===== config.mk =====
export PLATFORM = sky130hd
export DESIGN_NAME = dtcm_div
export DESIGN_NICKNAME = d
export VERILOG_FILES = /design/src/sv/dtcm_pkg.sv /design/src/sv/dtcm_div.sv
export SDC_FILE = /design/constraint.sdc
export NUM_CORES = 1
export LEC_CHECK = 0
export ABC_AREA = 1
export BUFFER_PORTS_ARGS = -buffer_cell sky130_fd_sc_hd__buf_2
export CORE_MARGIN = 2
export CORE_UTILIZATION = 45
export DETAILED_ROUTE_END_ITERATION = 10
export PLACE_DENSITY = 0.77
export REMOVE_ABC_BUFFERS = 1
export SLEW_MARGIN = 20
export SYNTH_ARGS = -nofsm -noshare
export SYNTH_HDL_FRONTEND = slang
export SYNTH_SLANG_ARGS = --single-unit

===== constraint.sdc =====
create_clock -name clk -period 2.7 [get_ports clk]
set_clock_uncertainty 0.05 [all_clocks]
set_input_delay 0.54 -clock clk [delete_from_list [all_inputs] [get_ports clk]]
set_output_delay 0.54 -clock clk [all_outputs]
set_load 0.02 [all_outputs]

===== src/sv/dtcm_pkg.sv =====
`timescale 1ns / 1ps
`default_nettype none
package dtcm_pkg;
	localparam int MaxKeysDefault = 64;

	localparam logic [2:0] RegKeyCount  = 3'd0;
	localparam logic [2:0] RegUpperUniq = 3'd1;
	localparam logic [2:0] RegLowerUniq = 3'd2;
	localparam logic [2:0] RegCacheEn   = 3'd3;
	localparam logic [2:0] RegLimitEn   = 3'd4;
	localparam logic [2:0] RegDistLimit = 3'd5;
	localparam logic [2:0] RegPlayLen   = 3'd6;
	localparam logic [2:0] RegRateScale = 3'd7;

	localparam logic CmdLoad  = 1'b0;
	localparam logic CmdFrame = 1'b1;

	// divider control handed to the divide unit
	typedef struct packed {
		logic        start;
		logic [47:0] num;
		logic [31:0] den;
	} div_req_t;

	typedef enum logic [4:0] {
		ST_IDLE, ST_SETUP, ST_RD_FIRST, ST_CHK_FIRST, ST_RD_LAST, ST_CHK_LAST,
		ST_RD_CACHE, ST_CHK_CACHE, ST_BS_RD, ST_BS_RD2, ST_BS_CHK,
		ST_LB_RD, ST_LB_CHK, ST_IP_RD0, ST_IP_RD1, ST_IP_DIV, ST_IP_WAIT,
		ST_IP_MUL, ST_IP_MUL2, ST_IP_ADD, ST_RD_TIME, ST_GOT_TIME, ST_ACC, ST_OUT
	} state_t;
endpackage
`default_nettype wire


===== src/sv/dtcm_div.sv =====
`timescale 1ns / 1ps
`default_nettype none
// restoring divider, one quotient bit per cycle, unsigned 48 by 32
module dtcm_div (
	input  wire logic                clk,
	input  wire logic                arst_n,
	input  wire dtcm_pkg::div_req_t  req,
	output logic                     busy,
	output logic [47:0]              quo
);
	import dtcm_pkg::*;

	logic [5:0]  cnt_q;
	logic [47:0] quo_q;
	logic [32:0] rem_q;
	logic [31:0] den_q;
	logic [32:0] trial;
	logic [32:0] shifted;

	assign shifted = {rem_q[31:0], quo_q[47]};
	assign trial   = shifted - {1'b0, den_q};
	assign busy    = (cnt_q != 6'd0);
	assign quo     = quo_q;

	// one shift and subtract per cycle
	always_ff @(posedge clk or negedge arst_n) begin
		if (!arst_n) begin
			cnt_q <= '0;
		end else if (req.start) begin
			cnt_q <= 6'd48;
		end else if (busy) begin
			cnt_q <= cnt_q - 6'd1;
		end
	end

	always_ff @(posedge clk) begin
		if (req.start) begin
			quo_q <= req.num;
			rem_q <= '0;
			den_q <= req.den;
		end else if (busy) begin
			if (!trial[32]) begin
				rem_q <= trial;
				quo_q <= {quo_q[46:0], 1'b1};
			end else begin
				rem_q <= shifted;
				quo_q <= {quo_q[46:0], 1'b0};
			end
		end
	end
endmodule
`default_nettype wire


==> reports/qor.yml <==
cts_buffer_depth: 2
p_per_area_mw_per_mm2: 783
endpoint_kind: "output pin"
ir_worst_vdd_v: 0.000478
antenna_found_initial: 0
io_pins: 132
die_w_um: 136
hold_depth: 1
tns_ns: 0
rsz0062_at_grt: "no"
setup_viol: 0
path_cells: "inv_1, ha_1, inv_1, nor3_1, inv_1, nor2_1, inv_1, nor2_4, inv_2, buf_2"
cpPeakStageDelay_ns: 0.36
startpoint_type: "flop"
period_needed_ns: 2.50
hold_violations: 0
critPathRequiredTime_ns: 2.11
swShare: 0.399
num-fill-cells: 1678
cap_violations: 0
wl_um: 20700
ff2ff_path_depth: 15
power.switching_mw: 2.94
hp-class: "in -> reg"
worstHoldStart: "req[14]"
routabilityCongestion: 0.938
final.period_utilization: 0.926
p_seq_frac: 0.327
syn2layout_area_growth_pct: 20.0
holdWs_ns: 0.233
synthCells: 1135
leakagePower_nw: 5.40
cts.sinks: 118
initial_core_util: 0.456
synth-edff-count: 80
grt_pass1_vias: 7037
crit_fanout: 4
diodes: 0
r2r_slack_ns: 0.23
outcome: "finished clean"
drive_above_1_share: 0.181
worst-slew-pin-transition_ns: 0.692
ys_types: 40
rr_endpoint: "quo[0]$_DFFE_PP_"
hold_path_end: "den_q[14]$_DFFE_PP_"
cts.htree.levels: 4
utilization: 0.548
yosys_warnings: 0
place_area_mm2: 0.00870
crit_arrival_ns: 1.91
power.share.combinational: 0.378
insertion_delay_ns: 0.43
yosysSeqAreaShare: 0.407
viasPerCell: 4.84
cts_tree: "built"
clkTransAtPathRegs_ns: 0.07
overflow: 0
core.rowCount: 48
dpl.hpwl_um: 15300
syn-cell-area_mm2: 0.00784
cts_root_buffer: "clkbuf_16"
core_mm2: 0.0172
drc_errors: 0
fp.dieArea_mm2: 0.0185
p_int_mw: 4.43
fp.dieH_um: 136
nets: 1395
critPathSlowestCell: "dfrtp_1"
wire_per_inst_um: 13.7
cp_common_cell: "inv_1"
grt_usage: 0.234
port_buffers: 131
synth-async-reset-ratio: 0.0508
drtAntennaViolNets: 0
power.clock.fraction: 0.295
slew_headroom: 0.539
cts_made_buffers: 17
grt_pass1_wl_um: 33800
syn_avg_cell_area_um2: 6.91
synth.ff_latch_count: 118
crit_type: "reg -> out"
drv_slew: 0
fmax_mhz: 400
initialDrtViolationCount: 597
r2r-start: "quo[47]$_DFFE_PP_"
finalInstanceArea_mm2: 0.00941
vias: 7335
ys.flop_type: "edfxtp_1"
grt_max_degree: 66
dr.pass1.iters: 5
[area by class of cell]
class                           count  area, µm²  area share
Inverter                          204        766      0.0814
Sequential cell                   118       3190       0.339
Tap cell                          225        282      0.0299
Clock buffer                       18        450      0.0479
Timing Repair Buffer              149        796      0.0846
Clock inverter                     14        115      0.0122
Multi-Input combinational cell    788       3800       0.404
[registers in the layout (all words and copies together), names as in the netlist]
register / flops
den_q: 32
cnt_q: 6
rem_q: 32
quo: 48
[synthesized netlist by cell type (all sizes together), types with 2 or more instances]
cell    number  area (µm²)
nand2      474        1910
clkbuf      16        60.1
a21oi       21         124
nand3       99         521
ha          33         413
o21ai        6        30.0
buf         11        83.8
dfrtp        6         150
a21o         2        15.0
nor3         8        40.0
nor2       112         440
and2         3        18.8
clkinv       2        7.51
nand3b       3        22.5
inv        202         758
edfxtp      80        2400
dfxtp       32         641
nand4        6        37.5
xor2        12         105
[cell usage in the layout, fill, tap and decap left out, types with 2 or more instances in the layout]
cell type,n
a21o_1,2
a21oi_1,18
a21oi_2,2
and2_1,3
buf_2,130
buf_4,18
clkbuf_16,18
clkinv_1,3
clkinv_2,2
clkinv_4,4
clkinvlp_4,2
dfrtp_1,6
dfxtp_1,32
edfxtp_1,80
ha_1,33
inv_1,196
inv_2,5
inv_6,5
nand2_1,439
nand2_2,29
nand2_4,2
nand2_8,6
nand3_1,97
nand3_4,2
nand3b_1,3
nand4_1,6
nor2_1,106
nor2_2,5
nor3_1,8
o21ai_0,5
xor2_1,12
[metal layers]
layer | global-route usage | share of wire
met2 | 0.374 | 0.45
met5 | 0 | 0
met1 | 0.301 | 0.44
met3 | 0.0716 | 0.084
met4 | 0.0810 | 0.025
[worst max path at each step]
stage                         startpoint                     to  depth (start not counted)
global placement       quo[47]$_DFFE_PP_  rem_q[0]$_SDFFE_PP0P_                         18
floorplan           cnt_q[0]$_DFFE_PN0P_       quo[0]$_DFFE_PP_                         11
detailed placement     quo[47]$_DFFE_PP_  rem_q[0]$_SDFFE_PP0P_                         18
CTS                    quo[47]$_DFFE_PP_  rem_q[0]$_SDFFE_PP0P_                         18
global route        cnt_q[0]$_DFFE_PN0P_                   busy                         10
finish              cnt_q[0]$_DFFE_PN0P_                   busy                         10
[repair_timing]
item	CTS	global route
hold buffers	1	0
resized for setup	0	6
endpoints found under the hold margin	6	0
endpoints found under the setup margin	0	33
buffers inserted	0	8
[cells by family after synthesis]
logic type / share of synthesized area
XOR/XNOR: 0.0145
AO/OA/AOI/OAI: 0.0243
buffers and inverters: 0.116
AND/OR/NAND/NOR: 0.383
adder cells (fa/ha/maj): 0.0552
flip-flops: 0.407
[through the flow]
stage | setup slack [ns] | total power, mW | cells
6_report | 0.200 | 7.37 | 1516
5_1_grt | 0.00423 | 7.87 | 1516
2_1_floorplan | -0.880 | 4.31 | 1108
4_1_cts | 0.125 | 7.23 | 1506
3_3_place_gp | 0.245 | 4.99 | 1473
3_5_place_dp | 0.154 | 5.03 | 1473
[critical path, delay by kind of cell (launching register included)]
family                   cells  cell delay [ns]
buffers and inverters        6             0.56
AND/OR/NAND/NOR              3             0.37
flip-flops                   1             0.36
adder cells (fa/ha/maj)      1             0.18
[power groups by stage]
stage | clock network, mW | registers [mW] | logic [mW]
2_1_floorplan | 0 | 2.47 | 1.84
6_report | 2.17 | 2.41 | 2.79
4_1_cts | 2.22 | 2.40 | 2.61
3_3_place_gp | 0 | 2.43 | 2.56
3_5_place_dp | 0 | 2.43 | 2.60
5_1_grt | 2.29 | 2.44 | 3.14
No activity file was read; power rests on OpenSTA's default activity.
